`config.mk`:
```
export PLATFORM = sky130hd
export DESIGN_NAME = hdlc_frame_bit_encoder
export DESIGN_NICKNAME = d
export VERILOG_FILES = /design/src/rtl/hfe_pkg.sv /design/src/rtl/hfe_ucode_rom.sv /design/src/rtl/hfe_sequencer.sv /design/src/rtl/hfe_datapath.sv /design/src/rtl/hdlc_frame_bit_encoder.sv
export SDC_FILE = /design/constraint.sdc
export NUM_CORES = 1
export LEC_CHECK = 0
export BUFFER_PORTS_ARGS = -buffer_cell sky130_fd_sc_hd__buf_2
export CORE_MARGIN = 3
export CORE_UTILIZATION = 39
export DETAILED_ROUTE_END_ITERATION = 10
export SLEW_MARGIN = 20
export SYNTH_ARGS = -nofsm -noshare
export SYNTH_HDL_FRONTEND = slang
export SYNTH_SLANG_ARGS = --single-unit
```
`constraint.sdc`:
```
create_clock -name clk -period 3.71 [get_ports clk]
set_input_delay 0.742 -clock clk [delete_from_list [all_inputs] [get_ports clk]]
set_output_delay 0.742 -clock clk [all_outputs]
set_load 0.01 [all_outputs]
```
`src/rtl/hfe_pkg.sv`:
```
`default_nettype none
// ---------------------------------------------------------------------------
// hfe_pkg
// Shared types and constants of the HDLC frame bit encoder: microcode
// format, configuration bundle and the links between sequencer and datapath.
// ---------------------------------------------------------------------------
package hfe_pkg;

    localparam int STEP_W     = 4;
    localparam int CFG_DATA_W = 17;
    localparam int CFG_IDX_W  = 2;

    typedef logic [STEP_W-1:0]     step_t;
    typedef logic [CFG_IDX_W-1:0]  cfg_idx_t;
    typedef logic [CFG_DATA_W-1:0] cfg_data_t;

    // configuration register indexes
    localparam cfg_idx_t REG_PREAMBLE_FLAGS = 2'd0;
    localparam cfg_idx_t REG_USE_SCRAMBLER  = 2'd1;
    localparam cfg_idx_t REG_SCRAMBLER_SEED = 2'd2;
    localparam cfg_idx_t REG_INVERT_OUTPUT  = 2'd3;

    localparam logic [5:0]  PREAMBLE_RESET = 6'd8;
    localparam logic [5:0]  MAX_PREAMBLE   = 6'd32;
    localparam logic [7:0]  FLAG_BYTE      = 8'h7E;
    localparam logic [15:0] CRC_INIT       = 16'hFFFF;
    localparam logic [15:0] CRC_POLY       = 16'h8408;
    // a fifth one in a row triggers the inserted zero
    localparam logic [2:0]  ONES_BEFORE_STUFF = 3'd4;

    typedef enum logic [2:0] {
        OP_ACCEPT,
        OP_INIT,
        OP_NOP,
        OP_FLAG,
        OP_DATA,
        OP_FCS_LO,
        OP_FCS_HI,
        OP_PAD
    } op_t;

    typedef enum logic [2:0] {
        COND_NEVER,
        COND_ALWAYS,
        COND_NOT_FIRST,
        COND_NO_FLAGS,
        COND_NOT_LAST,
        COND_SCRAMBLER
    } cond_t;

    typedef struct packed {
        op_t   op;
        cond_t cond;
        step_t target;
        logic  end_if_scr;
        logic  end_always;
    } ctl_t;

    typedef struct packed {
        logic [5:0]  preamble_flags;
        logic        use_scrambler;
        logic [16:0] scrambler_seed;
        logic        invert_output;
    } cfg_t;

    typedef struct packed {
        logic done;
        logic no_flags;
    } dp_status_t;

    typedef struct packed {
        logic       valid;
        logic [7:0] data;
        logic       frame_end;
    } emit_t;

    // program addresses
    localparam step_t S_ACCEPT   = 4'd0;
    localparam step_t S_INIT     = 4'd1;
    localparam step_t S_PRE_TEST = 4'd2;
    localparam step_t S_PRE_FLAG = 4'd3;
    localparam step_t S_DATA     = 4'd4;
    localparam step_t S_FCS_LO   = 4'd5;
    localparam step_t S_FCS_HI   = 4'd6;
    localparam step_t S_CLOSE_1  = 4'd7;
    localparam step_t S_CLOSE_2  = 4'd8;
    localparam step_t S_PAD      = 4'd9;

endpackage

`default_nettype wire

```
`src/rtl/hfe_ucode_rom.sv`:
```
`default_nettype none
// ---------------------------------------------------------------------------
// hfe_ucode_rom
// Control store of the encoder: one control word per program step.
// ---------------------------------------------------------------------------
module hfe_ucode_rom (
    input  wire hfe_pkg::step_t addr,
    output hfe_pkg::ctl_t       word
);
    import hfe_pkg::*;

    always_comb
    begin
        word = '{op: OP_NOP, cond: COND_ALWAYS, target: S_ACCEPT,
                 end_if_scr: 1'b0, end_always: 1'b0};
        unique case (addr)
            S_ACCEPT:   begin word.op = OP_ACCEPT; word.cond = COND_NOT_FIRST;
                              word.target = S_DATA; end
            S_INIT:     begin word.op = OP_INIT;   word.cond = COND_NEVER; end
            S_PRE_TEST: begin word.op = OP_NOP;    word.cond = COND_NO_FLAGS;
                              word.target = S_DATA; end
            S_PRE_FLAG: begin word.op = OP_FLAG;   word.cond = COND_ALWAYS;
                              word.target = S_PRE_TEST; end
            S_DATA:     begin word.op = OP_DATA;   word.cond = COND_NOT_LAST;
                              word.target = S_ACCEPT; end
            S_FCS_LO:   begin word.op = OP_FCS_LO; word.cond = COND_NEVER; end
            S_FCS_HI:   begin word.op = OP_FCS_HI; word.cond = COND_NEVER; end
            // scrambler mode closes with a single flag
            S_CLOSE_1:  begin word.op = OP_FLAG;   word.cond = COND_SCRAMBLER;
                              word.target = S_PAD; word.end_if_scr = 1'b1; end
            S_CLOSE_2:  begin word.op = OP_FLAG;   word.cond = COND_NEVER;
                              word.end_always = 1'b1; end
            S_PAD:      begin word.op = OP_PAD;    word.cond = COND_ALWAYS;
                              word.target = S_ACCEPT; end
            default:    begin word.op = OP_NOP;    word.cond = COND_ALWAYS;
                              word.target = S_ACCEPT; end
        endcase
    end

endmodule

`default_nettype wire

```
`src/rtl/hfe_sequencer.sv`:
```
`default_nettype none
// ---------------------------------------------------------------------------
// hfe_sequencer
// Step counter with conditional jumps over the control store.
// ---------------------------------------------------------------------------
module hfe_sequencer (
    input  wire                     clk,
    input  wire                     rst_n,
    input  wire                     in_fire,
    input  wire                     first_in,
    input  wire                     last_hold,
    input  wire                     use_scrambler,
    input  wire hfe_pkg::dp_status_t status,
    output hfe_pkg::ctl_t           ctl,
    output logic                    accept_step
);
    import hfe_pkg::*;

    step_t upc_reg;
    step_t upc_next;
    logic  advance;
    logic  cond_true;

    hfe_ucode_rom u_rom (
        .addr (upc_reg),
        .word (ctl)
    );

    assign accept_step = (ctl.op == OP_ACCEPT);

    always_comb
    begin
        case (ctl.cond)
            COND_NEVER:     cond_true = 1'b0;
            COND_ALWAYS:    cond_true = 1'b1;
            COND_NOT_FIRST: cond_true = !first_in;
            COND_NO_FLAGS:  cond_true = status.no_flags;
            COND_NOT_LAST:  cond_true = !last_hold;
            COND_SCRAMBLER: cond_true = use_scrambler;
            default:        cond_true = 1'b0;
        endcase
        advance  = accept_step ? in_fire : status.done;
        upc_next = upc_reg;
        if (advance)
        begin
            upc_next = cond_true ? ctl.target : upc_reg + 1'b1;
        end
    end

    always_ff @(posedge clk or negedge rst_n)
    begin
        if (!rst_n)
        begin
            upc_reg <= S_ACCEPT;
        end
        else
        begin
            upc_reg <= upc_next;
        end
    end

endmodule

`default_nettype wire

```
`src/rtl/hfe_datapath.sv`:
```
`default_nettype none
// ---------------------------------------------------------------------------
// hfe_datapath
// Bit engine: bit select, zero insertion, serial CRC, scrambler or NRZI,
// and the MSB-first packer that hands finished bytes to the output stage.
// ---------------------------------------------------------------------------
module hfe_datapath (
    input  wire                clk,
    input  wire                rst_n,
    input  wire hfe_pkg::ctl_t ctl,
    input  wire hfe_pkg::cfg_t cfg,
    input  wire [7:0]          data_hold,
    input  wire                can_emit,
    output hfe_pkg::dp_status_t status,
    output hfe_pkg::emit_t      emit
);
    import hfe_pkg::*;

    logic [15:0] crc_reg,        crc_next;
    logic [2:0]  ones_run_reg,   ones_run_next;
    logic        nrzi_reg,       nrzi_next;
    logic [16:0] scr_reg,        scr_next;
    logic [7:0]  pack_shift_reg, pack_shift_next;
    logic [2:0]  pack_cnt_reg,   pack_cnt_next;
    logic [2:0]  bit_cnt_reg,    bit_cnt_next;
    logic        stuff_pend_reg, stuff_pend_next;
    logic [5:0]  flag_cnt_reg,   flag_cnt_next;

    logic [7:0]  src_byte;
    logic        stuffed_op;
    logic        raw_bit;
    logic        scr_bit;
    logic        nrzi_new;
    logic        line_bit;
    logic        need_stuff;
    logic        bit_stall;
    logic        crc_fb;
    logic        close_end;
    logic [2:0]  pad_shift;

    always_comb
    begin
        case (ctl.op)
            OP_DATA:   src_byte = data_hold;
            OP_FCS_LO: src_byte = ~crc_reg[7:0];
            OP_FCS_HI: src_byte = ~crc_reg[15:8];
            default:   src_byte = FLAG_BYTE;
        endcase
    end

    assign stuffed_op = (ctl.op == OP_DATA) || (ctl.op == OP_FCS_LO) ||
                        (ctl.op == OP_FCS_HI);
    assign raw_bit    = stuff_pend_reg ? 1'b0 : src_byte[bit_cnt_reg];
    assign scr_bit    = raw_bit ^ scr_reg[16] ^ scr_reg[11];
    assign nrzi_new   = raw_bit ? nrzi_reg : ~nrzi_reg;
    assign line_bit   = (cfg.use_scrambler ? scr_bit : nrzi_new) ^ cfg.invert_output;
    assign need_stuff = stuffed_op && !stuff_pend_reg && raw_bit &&
                        (ones_run_reg == ONES_BEFORE_STUFF);
    // a bit that completes a byte waits for room in the output stage
    assign bit_stall  = (pack_cnt_reg == 3'd7) && !can_emit;
    assign crc_fb     = crc_reg[0] ^ raw_bit;
    assign close_end  = ctl.end_always || (ctl.end_if_scr && cfg.use_scrambler);
    assign pad_shift  = 3'd0 - pack_cnt_reg;

    always_comb
    begin
        crc_next        = crc_reg;
        ones_run_next   = ones_run_reg;
        nrzi_next       = nrzi_reg;
        scr_next        = scr_reg;
        pack_shift_next = pack_shift_reg;
        pack_cnt_next   = pack_cnt_reg;
        bit_cnt_next    = bit_cnt_reg;
        stuff_pend_next = stuff_pend_reg;
        flag_cnt_next   = flag_cnt_reg;
        status.done     = 1'b0;
        status.no_flags = (flag_cnt_reg == 6'd0);
        emit            = '0;

        unique case (ctl.op)
            OP_INIT:
            begin
                crc_next        = CRC_INIT;
                ones_run_next   = 3'd0;
                nrzi_next       = 1'b0;
                scr_next        = cfg.scrambler_seed;
                pack_shift_next = 8'd0;
                pack_cnt_next   = 3'd0;
                bit_cnt_next    = 3'd0;
                stuff_pend_next = 1'b0;
                flag_cnt_next   = (cfg.preamble_flags > MAX_PREAMBLE) ?
                                  MAX_PREAMBLE : cfg.preamble_flags;
                status.done     = 1'b1;
            end
            OP_NOP:
            begin
                status.done = 1'b1;
            end
            OP_FLAG, OP_DATA, OP_FCS_LO, OP_FCS_HI:
            begin
                if (!bit_stall)
                begin
                    // line coding
                    if (cfg.use_scrambler)
                    begin
                        scr_next = {scr_reg[15:0], scr_bit};
                    end
                    else
                    begin
                        nrzi_next = nrzi_new;
                    end
                    // packer
                    if (pack_cnt_reg == 3'd7)
                    begin
                        emit.valid      = 1'b1;
                        emit.data       = {pack_shift_reg[6:0], line_bit};
                        emit.frame_end  = close_end && (ctl.op == OP_FLAG) &&
                                          (bit_cnt_reg == 3'd7);
                        pack_shift_next = 8'd0;
                        pack_cnt_next   = 3'd0;
                    end
                    else
                    begin
                        pack_shift_next = {pack_shift_reg[6:0], line_bit};
                        pack_cnt_next   = pack_cnt_reg + 3'd1;
                    end
                    // bit position and zero insertion
                    if (stuff_pend_reg)
                    begin
                        stuff_pend_next = 1'b0;
                        ones_run_next   = 3'd0;
                        bit_cnt_next    = bit_cnt_reg + 3'd1;
                        status.done     = (bit_cnt_reg == 3'd7);
                    end
                    else
                    begin
                        if (ctl.op == OP_DATA)
                        begin
                            crc_next = {1'b0, crc_reg[15:1]} ^ (crc_fb ? CRC_POLY : 16'd0);
                        end
                        if (stuffed_op)
                        begin
                            if (!raw_bit)
                            begin
                                ones_run_next = 3'd0;
                            end
                            else if (need_stuff)
                            begin
                                ones_run_next = 3'd0;
                            end
                            else
                            begin
                                ones_run_next = ones_run_reg + 3'd1;
                            end
                        end
                        if (need_stuff)
                        begin
                            stuff_pend_next = 1'b1;
                        end
                        else
                        begin
                            bit_cnt_next = bit_cnt_reg + 3'd1;
                            status.done  = (bit_cnt_reg == 3'd7);
                        end
                    end
                    if ((ctl.op == OP_FLAG) && status.done && !status.no_flags)
                    begin
                        flag_cnt_next = flag_cnt_reg - 6'd1;
                    end
                end
            end
            OP_PAD:
            begin
                if (pack_cnt_reg == 3'd0)
                begin
                    status.done = 1'b1;
                end
                else if (can_emit)
                begin
                    // pad bits are plain zeros
                    emit.valid      = 1'b1;
                    emit.data       = pack_shift_reg << pad_shift;
                    emit.frame_end  = 1'b1;
                    pack_shift_next = 8'd0;
                    pack_cnt_next   = 3'd0;
                    status.done     = 1'b1;
                end
            end
            default:
            begin
                status.done = 1'b0;
            end
        endcase
    end

    always_ff @(posedge clk or negedge rst_n)
    begin
        if (!rst_n)
        begin
            crc_reg        <= CRC_INIT;
            ones_run_reg   <= 3'd0;
            nrzi_reg       <= 1'b0;
            scr_reg        <= 17'd0;
            pack_shift_reg <= 8'd0;
            pack_cnt_reg   <= 3'd0;
            bit_cnt_reg    <= 3'd0;
            stuff_pend_reg <= 1'b0;
            flag_cnt_reg   <= 6'd0;
        end
        else
        begin
            crc_reg        <= crc_next;
            ones_run_reg   <= ones_run_next;
            nrzi_reg       <= nrzi_next;
            scr_reg        <= scr_next;
            pack_shift_reg <= pack_shift_next;
            pack_cnt_reg   <= pack_cnt_next;
            bit_cnt_reg    <= bit_cnt_next;
            stuff_pend_reg <= stuff_pend_next;
            flag_cnt_reg   <= flag_cnt_next;
        end
    end

endmodule

`default_nettype wire

```
`src/rtl/hdlc_frame_bit_encoder.sv`:
```
`default_nettype none
// ---------------------------------------------------------------------------
// hdlc_frame_bit_encoder
// HDLC frame transmitter with zero insertion, CRC-16 FCS and NRZI or
// G3RUH line coding; line bits leave packed MSB first, one byte per transaction.
// ---------------------------------------------------------------------------
// One frame byte is taken per input transaction, and no new byte is taken
// until its line bits are produced. The bit engine makes one line bit per
// clock while the output stage has room; a plain byte takes an acceptance
// step, 8 bits and at most two inserted zeros. A first byte adds setup (the
// init and preamble test steps) plus a flag and a test step per preamble
// flag; a last byte adds the FCS, one or two closing flags (two in NRZI
// mode) and one pad step. A bit that finishes a byte while the output
// register is still full stalls the engine until there is room.
// Configuration writes are taken every cycle and must only be made while
// the encoder is idle.
module hdlc_frame_bit_encoder (
    input  wire                   clk,
    input  wire                   rst_n,
    input  wire                   in_valid,
    output logic                  in_ready,
    input  wire [7:0]             data_byte,
    input  wire                   first_byte,
    input  wire                   last_byte,
    output logic                  out_valid,
    input  wire                   out_ready,
    output logic [7:0]            out_byte,
    output logic                  frame_end,
    input  wire                   cfg_valid,
    output logic                  cfg_ready,
    input  wire hfe_pkg::cfg_idx_t  cfg_index,
    input  wire hfe_pkg::cfg_data_t cfg_data
);
    import hfe_pkg::*;

    cfg_t       cfg_reg;
    logic [7:0] data_hold_reg;
    logic       last_hold_reg;
    logic       out_valid_reg;
    logic [7:0] out_byte_reg;
    logic       frame_end_reg;

    ctl_t       ctl;
    dp_status_t status;
    emit_t      emit;
    logic       accept_step;
    logic       in_fire;
    logic       can_emit;

    assign in_ready  = accept_step;
    assign in_fire   = in_valid && accept_step;
    assign cfg_ready = 1'b1;
    assign can_emit  = !out_valid_reg || out_ready;
    assign out_valid = out_valid_reg;
    assign out_byte  = out_byte_reg;
    assign frame_end = frame_end_reg;

    hfe_sequencer u_seq (
        .clk           (clk),
        .rst_n         (rst_n),
        .in_fire       (in_fire),
        .first_in      (first_byte),
        .last_hold     (last_hold_reg),
        .use_scrambler (cfg_reg.use_scrambler),
        .status        (status),
        .ctl           (ctl),
        .accept_step   (accept_step)
    );

    hfe_datapath u_dp (
        .clk       (clk),
        .rst_n     (rst_n),
        .ctl       (ctl),
        .cfg       (cfg_reg),
        .data_hold (data_hold_reg),
        .can_emit  (can_emit),
        .status    (status),
        .emit      (emit)
    );

    // configuration registers
    always_ff @(posedge clk or negedge rst_n)
    begin
        if (!rst_n)
        begin
            cfg_reg.preamble_flags <= PREAMBLE_RESET;
            cfg_reg.use_scrambler  <= 1'b0;
            cfg_reg.scrambler_seed <= 17'd0;
            cfg_reg.invert_output  <= 1'b0;
        end
        else if (cfg_valid)
        begin
            unique case (cfg_index)
                REG_PREAMBLE_FLAGS: cfg_reg.preamble_flags <= cfg_data[5:0];
                REG_USE_SCRAMBLER:  cfg_reg.use_scrambler  <= cfg_data[0];
                REG_SCRAMBLER_SEED: cfg_reg.scrambler_seed <= cfg_data[16:0];
                REG_INVERT_OUTPUT:  cfg_reg.invert_output  <= cfg_data[0];
                default:            cfg_reg.invert_output  <= cfg_reg.invert_output;
            endcase
        end
    end

    // input byte held for the whole item
    always_ff @(posedge clk)
    begin
        if (in_fire)
        begin
            data_hold_reg <= data_byte;
            last_hold_reg <= last_byte;
        end
    end

    // output register
    always_ff @(posedge clk or negedge rst_n)
    begin
        if (!rst_n)
        begin
            out_valid_reg <= 1'b0;
        end
        else if (emit.valid)
        begin
            out_valid_reg <= 1'b1;
        end
        else if (out_ready)
        begin
            out_valid_reg <= 1'b0;
        end
    end

    always_ff @(posedge clk)
    begin
        if (emit.valid)
        begin
            out_byte_reg  <= emit.data;
            frame_end_reg <= emit.frame_end;
        end
    end

    // a finished byte never overwrites one still waiting
    a_no_overwrite: assert property (@(posedge clk) disable iff (!rst_n)
        emit.valid |-> (!out_valid_reg || out_ready))
        else $error("output byte overwritten while pending");

    // frame end only comes from a closing flag or the pad step
    a_end_source: assert property (@(posedge clk) disable iff (!rst_n)
        (emit.valid && emit.frame_end) |-> (ctl.op == OP_FLAG || ctl.op == OP_PAD))
        else $error("frame end marked outside the trailer");

    // an accepted byte goes to setup or straight to the data step
    a_accept_next: assert property (@(posedge clk) disable iff (!rst_n)
        in_fire |=> (ctl.op == OP_INIT || ctl.op == OP_DATA))
        else $error("bad step after input transaction");

endmodule

`default_nettype wire
```
==> insert_results.sql, run 1 <==
INSERT INTO impl_metrics (metric_group, metric, value, unit) VALUES
('run_status', 'status', 'completed', ''),
('final_layout', 'layout.cells.most_common_list', 'sky130_fd_sc_hd__dfrtp_1, sky130_fd_sc_hd__nand2_1, sky130_fd_sc_hd__o21ai_0, sky130_fd_sc_hd__nor2_1, sky130_fd_sc_hd__buf_2', ''),
('sta', 'setup_repair_after_global_routing_missed_its_margin', 'no', ''),
('die', 'die_x', '127', 'µm'),
('worst_setup_path', 'regToRegEndpoint', 'out_byte[0]', ''),
('global_route', 'met1_usage', '20.2', '%'),
('clock_network', 'clock-sinks', '106', ''),
('place', 'port_buffers', '44', ''),
('logic_synthesis', 'synth.cell_area', '5680', 'µm²'),
('logic_synthesis', 'yosys.cell_types.count', '71', ''),
('worst_setup_path', 'setup.reg_to_reg.worst_slack', '510', 'ps'),
('final_layout', 'register_area', '2760', 'µm²'),
('power_and_ir_drop', 'worst_vdd_drop', '0.000357', 'V'),
('die', 'rows', '43', ''),
('power_and_ir_drop', 'power_density', '906', 'nW/µm²'),
('final_layout', 'most_common_cell_after_layout_fill_and_taps_aside', 'sky130_fd_sc_hd__dfrtp_1', ''),
('die', 'start_util', '40.4', '%'),
('clock_network', 'cts_setup_buffers', '0', ''),
('logic_synthesis', 'synth_enable_flop_cells', '18', ''),
('global_route', 'vias_in_the_first_global_route', '4022', ''),
('final_layout', 'area_used_by_multi_input_combinational_logic', '2670', 'µm²'),
('die', 'die_height', '127', 'µm'),
('logic_synthesis', 'share_of_flip_flops_with_an_asynchronous_set_or_reset_after_synthesis', '83.0', '%'),
('flow_run', 'max_cap_violations', '0', ''),
('min_path', 'hp-class', 'reg2reg', ''),
('drt', 'drcViolationCount', '0', ''),
('place', 'post-dp-hpwl', '8.31', 'mm'),
('worst_setup_path', 'worst-setup-path-type', 'reg2reg', ''),
('final_layout', 'layout-drive-gt1-share', '22.1', '%'),
('place', 'gp_congestion', '0.838', ''),
('final_layout', 'layout.filler_cells', '1296', ''),
('drt', 'wirelength', '11.8', 'mm'),
('clock_network', 'post_cts_resized', '0', ''),
('worst_setup_path', 'r2r_start', 'u_seq.upc_reg[0]', ''),
('logic_synthesis', 'post_synth_and_or_nand_nor_area_fraction', '14.4', '%'),
('die', 'die_area', '16000', 'µm²'),
('final_layout', 'final_core_utilization', '44.9', '%'),
('worst_setup_path', 'rr_worst_depth', '10', ''),
('sta', 'hold_slack', '487', 'ps'),
('logic_synthesis', 'seq_area_frac_synth', '48.7', '%'),
('drt', 'detailedRoute.firstPassIterationCount', '4', ''),
('min_path', 'hold_path.startpoint', 'u_dp.scr_reg[3]', ''),
('logic_synthesis', 'postSynthNetCount', '593', ''),
('logic_synthesis', 'synthesis.instances', '545', ''),
('global_route', 'grt_pass1_wl', '19.9', 'mm'),
('sta', 'max-slew-margin-rel', '37.2', '%'),
('sta', 'final-setup-viol-count', '0', ''),
('clock_network', 'htree_num_levels', '3', ''),
('clock_network', 'numCtsBuffers', '9', ''),
('die', 'core_area', '14000', 'µm²'),
('global_route', 'globalRoute.totalOverflow', '0', ''),
('sta', 'maxClockFrequency', '312', 'MHz'),
('sta', 'fin_crit_sh', '86.3', '%'),
('logic_synthesis', 'ys_warn_count', '0', ''),
('sta', 'worst_pin_slew', '943', 'ps'),
('final_layout', 'layout.nets', '618', ''),
('worst_setup_path', 'cp_max_fo', '18', ''),
('clock_network', 'holdBufCountCts', '0', ''),
('logic_synthesis', 'syn_area_per_cell', '10.4', 'µm²'),
('die', 'io_pins', '46', ''),
('clock_network', 'cts.reportedPaths.clkPinSlew', '80', 'ps'),
('global_route', 'peak_usage_layer_in_the_global_routing_report', 'met2', ''),
('global_route', 'grt_util_met3', '2.65', '%'),
('clock_network', 'clock_insertion_delay_worst_skew', '360', 'ps'),
('drt', 'routed_via_density', '5.52', ''),
('clock_network', 'cts.path.max_buffers', '2', ''),
('worst_setup_path', 'worst_setup_path_start_kind', 'flop', ''),
('sta', 'fin_setup_tns', '0', 'ps'),
('min_path', 'holdPathEnd', 'u_dp.scr_reg[3]', ''),
('drt', 'drt_iter0_drc', '426', ''),
('drt', 'ant_nets', '0', '');
through the flow:
step	cells	setup WS, ps	power [W]	instance area, µm²
4_1_cts	755	534	0.00575	6300
3_5_place_dp	739	540	0.00475	5990
5_1_grt	755	241	0.00618	6300
6_report	755	507	0.00571	6300
3_3_place_gp	739	689	0.00464	5990
2_1_floorplan	545	1090	0.00415	5680
report_power, final:
group	leakage [nW]	total, W	switching, W	internal (W)
combinational	1.33	0.00283	0.00168	0.00114
sequential	1.23	0.00191	0.000323	0.00159
clock	0.149	0.000971	0.000458	0.000513
metal layers:
metal	vias up	routed length (µm)
li1	2031	-
met1	2052	5630
met2	72	5610
met5	-	0
met4	0	185
met3	16	354
kinds of logic (layout without fill, tap and decap cells):
group	Yosys count	count (layout)
AO/OA/AOI/OAI	144	144
XOR/XNOR	7	7
adder cells (fa/ha/maj)	14	14
buffers and inverters	53	83
flip-flops	106	106
multiplexers	54	54
other	1	1
AND/OR/NAND/NOR	166	166
worst max-delay path by stage:
stage | startpoint | end | slack [ps] | depth (start not counted)
6_report | u_seq.upc_reg[0] | out_byte[0] | 510 | 10
5_1_grt | u_seq.upc_reg[0] | u_dp.flag_cnt_reg[2] | 240 | 10
4_1_cts | u_seq.upc_reg[0] | out_byte[0] | 530 | 10
3_5_place_dp | u_seq.upc_reg[0] | out_byte[0] | 540 | 10
3_3_place_gp | u_seq.upc_reg[0] | out_byte[0] | 690 | 10
2_1_floorplan | u_dp.pack_cnt_reg[0] | out_byte[1] | 1090 | 10
cells in the mapped netlist, types with 3 or more instances:
cell                       number  share of area (%)
sky130_fd_sc_hd__a22o_1        14                2.2
sky130_fd_sc_hd__nand3_1       10               0.88
sky130_fd_sc_hd__ha_1          14                3.1
sky130_fd_sc_hd__a21oi_1       20                1.8
sky130_fd_sc_hd__inv_1         17                1.1
sky130_fd_sc_hd__xnor2_1        4               0.62
sky130_fd_sc_hd__buf_2          5               0.44
sky130_fd_sc_hd__nand2_1       58                3.8
sky130_fd_sc_hd__nand2b_1       3               0.33
sky130_fd_sc_hd__nor3_1         7               0.62
sky130_fd_sc_hd__o21ai_0       55                4.8
sky130_fd_sc_hd__mux2i_1       25                4.4
sky130_fd_sc_hd__nor2_1        43                2.8
sky130_fd_sc_hd__buf_4          3               0.40
sky130_fd_sc_hd__o22ai_1        4               0.44
sky130_fd_sc_hd__dfrtp_1       71                 31
sky130_fd_sc_hd__a32o_1         4               0.71
sky130_fd_sc_hd__a31oi_1        5               0.55
sky130_fd_sc_hd__or3_1          5               0.55
sky130_fd_sc_hd__a211oi_1       6               0.79
sky130_fd_sc_hd__nand4_1        5               0.55
sky130_fd_sc_hd__nor2b_1        6               0.66
sky130_fd_sc_hd__o31ai_1        5               0.66
sky130_fd_sc_hd__nand3b_1       3               0.40
sky130_fd_sc_hd__and3_1         6               0.66
sky130_fd_sc_hd__mux2_2        27                5.4
sky130_fd_sc_hd__a22oi_1        4               0.53
sky130_fd_sc_hd__o221ai_1       3               0.46
sky130_fd_sc_hd__dfstp_2       17                7.9
sky130_fd_sc_hd__nor3b_1        7               0.93
sky130_fd_sc_hd__buf_6          4               0.79
sky130_fd_sc_hd__edfxtp_1      18                9.5
sky130_fd_sc_hd__clkbuf_1      23                1.5
layout make-up:
type                            instances  share of cell area (%)
Inverter                               17                    1.01
Timing Repair Buffer                   50                    4.25
Clock inverter                          5                   0.814
Tap cell                              180                    3.57
Sequential cell                       106                    43.9
Multi-Input combinational cell        386                    42.4
Clock buffer                           11                    4.03
critical path: stages, from the launching register on:
cell	delay, ps
sky130_fd_sc_hd__dfrtp_1	410
sky130_fd_sc_hd__inv_1	130
sky130_fd_sc_hd__ha_1	530
sky130_fd_sc_hd__nor2_1	210
sky130_fd_sc_hd__and3_1	260
sky130_fd_sc_hd__a221oi_1	440
sky130_fd_sc_hd__nor2_1	120
sky130_fd_sc_hd__a32oi_2	330
sky130_fd_sc_hd__o21ai_4	180
sky130_fd_sc_hd__xnor2_1	240
sky130_fd_sc_hd__o21ai_0	100
No activity file was read; power rests on OpenSTA's default activity.
==> run 2: changes to the inputs <==
- BUFFER_PORTS_ARGS: -buffer_cell sky130_fd_sc_hd__buf_2 -> not set
- DONT_BUFFER_PORTS: not set -> 1
==> insert_results.sql, run 2 (synthesis gave the netlist of run 1 again) <==
INSERT INTO impl_metrics (metric_group, metric, value, unit) VALUES
('run_status', 'status', 'completed', ''),
('drt', 'detailedRoute.firstPassIterationCount', '4', ''),
('place', 'post-dp-hpwl', '8.08', 'mm'),
('drt', 'drcViolationCount', '0', ''),
('clock_network', 'cts.path.max_buffers', '2', ''),
('die', 'die_area', '16000', 'µm²'),
('sta', 'hold_slack', '68.4', 'ps'),
('sta', 'max-slew-margin-rel', '44.0', '%'),
('clock_network', 'clock-sinks', '106', ''),
('die', 'io_pins', '46', ''),
('global_route', 'vias_in_the_first_global_route', '3983', ''),
('clock_network', 'cts.reportedPaths.clkPinSlew', '80', 'ps'),
('die', 'core_area', '14000', 'µm²'),
('die', 'die_height', '127', 'µm'),
('global_route', 'met1_usage', '20.5', '%'),
('final_layout', 'syn2layout_area_growth', '6.92', '%'),
('clock_network', 'numCtsBuffers', '9', ''),
('sta', 'clock_skew', '9.59', 'ps'),
('drt', 'routed_via_density', '5.62', ''),
('power_and_ir_drop', 'leakage', '2.53', 'nW'),
('clock_network', 'post_cts_resized', '0', ''),
('worst_setup_path', 'crit_chain', 'inv_1 > ha_1 > nor2b_1 > a22o_1 > a221oi_1 > nor2_1 > a32oi_2 > o21ai_4 > xnor2_1 > o21ai_0', ''),
('final_layout', 'insertedDiodeCount', '0', ''),
('drt', 'routed-via-count', '3999', ''),
('place', 'port_buffers', '0', ''),
('global_route', 'globalRoute.totalOverflow', '0', ''),
('global_route', 'gr-usage-all-layers', '15.2', '%'),
('sta', 'slew_viol_final', '0', ''),
('worst_setup_path', 'r2r_start', 'u_seq.upc_reg[0]', ''),
('worst_setup_path', 'setup.worst_path.end_class', 'flop', ''),
('final_layout', 'layout.cells.most_common_list', 'sky130_fd_sc_hd__dfrtp_1, sky130_fd_sc_hd__nand2_1, sky130_fd_sc_hd__o21ai_0, sky130_fd_sc_hd__nor2_1, sky130_fd_sc_hd__mux2_2', ''),
('worst_setup_path', 'critical_path.max_stage_delay', '550', 'ps'),
('global_route', 'peak_usage_layer_in_the_global_routing_report', 'met2', ''),
('final_layout', 'final_area', '6070', 'µm²'),
('worst_setup_path', 'crit_required', '3820', 'ps'),
('global_route', 'grt_pass1_wl', '20.0', 'mm'),
('worst_setup_path', 'worst_ep_arrival_time', '3510', 'ps'),
('sta', 'setup_repair_after_global_routing_missed_its_margin', 'no', ''),
('final_layout', 'register_area', '2760', 'µm²'),
('worst_setup_path', 'timing.critical_path.max_delay_family', 'compound AO/OA/AOI/OAI gates', ''),
('sta', 'worst_pin_slew', '837', 'ps'),
('worst_setup_path', 'rr_worst_depth', '10', ''),
('global_route', 'grt.met2_usage', '24.0', '%'),
('drt', 'route.detailed.wl_per_inst', '16.1', 'µm'),
('power_and_ir_drop', 'worst_vdd_drop', '0.000383', 'V'),
('clock_network', 'htree_num_levels', '3', ''),
('sta', 'fin_setup_tns', '0', 'ps'),
('worst_setup_path', 'regToRegEndpoint', 'out_byte[0]', ''),
('final_layout', 'final-instance-count-excl-fill', '711', ''),
('flow_run', 'max_cap_violations', '0', ''),
('die', 'die_x', '127', 'µm'),
('sta', 'minimum_clock_period_after_layout', '3400', 'ps'),
('die', 'start_util', '40.4', '%'),
('place', 'placedInstanceArea', '5770', 'µm²'),
('clock_network', 'cts_setup_buffers', '0', ''),
('worst_setup_path', 'setup.reg_to_reg.worst_slack', '310', 'ps'),
('clock_network', 'clock_insertion_delay_worst_skew', '360', 'ps'),
('clock_network', 'tritoncts', 'built', ''),
('final_layout', 'layout-drive-gt1-share', '15.8', '%'),
('final_layout', 'area_used_by_multi_input_combinational_logic', '2670', 'µm²'),
('clock_network', 'cts-root-buf', 'sky130_fd_sc_hd__clkbuf_16', ''),
('drt', 'drt_iter0_drc', '252', ''),
('final_layout', 'most_common_cell_after_layout_fill_and_taps_aside', 'sky130_fd_sc_hd__dfrtp_1', ''),
('power_and_ir_drop', 'power_density', '928', 'nW/µm²'),
('worst_setup_path', 'worst_setup_path_start_kind', 'flop', ''),
('clock_network', 'holdBufCountCts', '0', ''),
('die', 'rows', '43', ''),
('worst_setup_path', 'critical_path.slowest_cell', 'sky130_fd_sc_hd__ha_1', ''),
('sta', 'maxClockFrequency', '294', 'MHz'),
('sta', 'final-setup-viol-count', '0', ''),
('min_path', 'hp-class', 'in2async', ''),
('global_route', 'grt_max_degree', '89', ''),
('final_layout', 'largest_register_ffs', '25', ''),
('drt', 'ant_nets', '0', ''),
('place', 'gp_congestion', '0.788', ''),
('final_layout', 'layout.filler_cells', '1306', ''),
('worst_setup_path', 'cp_max_fo', '18', ''),
('place', 'dp.cells', '695', ''),
('sta', 'fin_crit_sh', '91.7', '%'),
('global_route', 'initial_antenna_violation_count', '0', ''),
('drt', 'wirelength', '11.5', 'mm'),
('final_layout', 'layout.nets', '574', ''),
('global_route', 'grt_util_met3', '4.29', '%'),
('worst_setup_path', 'worst-setup-path-type', 'reg2reg', ''),
('sta', 'final_hold_viol_count', '0', ''),
('worst_setup_path', 'critical_path_buf_inv_count', '1', '');
## run 2: changes by cell type in the layout (fill, tap and decap cells not counted), sizes merged
cell and delta:
clkinv +2, clkbuf -2, buf -44
## run 2: cell type report
| class | count | share of cell area [%] |
|---|---|---|
| repair buffers | 6 | 0.742 |
| flip-flops and latches | 106 | 45.5 |
| clock buffers | 9 | 3.71 |
| well taps | 180 | 3.71 |
| inverters | 17 | 1.05 |
| clock inverters | 7 | 1.20 |
| multi-input cells | 386 | 44.1 |
## run 2: worst max path at each step
stage	cells past startpoint	slack, ps	end	from
floorplan	10	1090	out_byte[1]	u_dp.pack_cnt_reg[0]
global placement	10	470	out_byte[0]	u_seq.upc_reg[0]
detailed placement	10	330	out_byte[0]	u_seq.upc_reg[0]
CTS	10	330	out_byte[0]	u_seq.upc_reg[0]
global route	10	20	out_byte[0]	u_seq.upc_reg[0]
finish	10	310	out_byte[0]	u_seq.upc_reg[0]
## run 2: through the flow
stage / setup WS, ps / power (W) / util, %
final: 307 / 0.00563 / 43.2
after global routing: 20.2 / 0.00612 / 43.2
after CTS: 329 / 0.00567 / 43.2
after detailed placement: 335 / 0.00469 / 41.1
after global placement: 471 / 0.00458 / 41.1
after floorplan: 1090 / 0.00415 / -
## run 2: metal layers
layer,routed length (µm),up-vias
met2,5460,82
met1,5340,1961
li1,-,1939
met3,491,17
met5,0,-
met4,170,0
## run 2: where the power goes
| group | switching (W) | internal (W) |
|---|---|---|
| logic | 0.00167 | 0.00111 |
| clock network | 0.000477 | 0.000476 |
| registers | 0.000317 | 0.00159 |
| total | 0.00246 | 0.00317 |
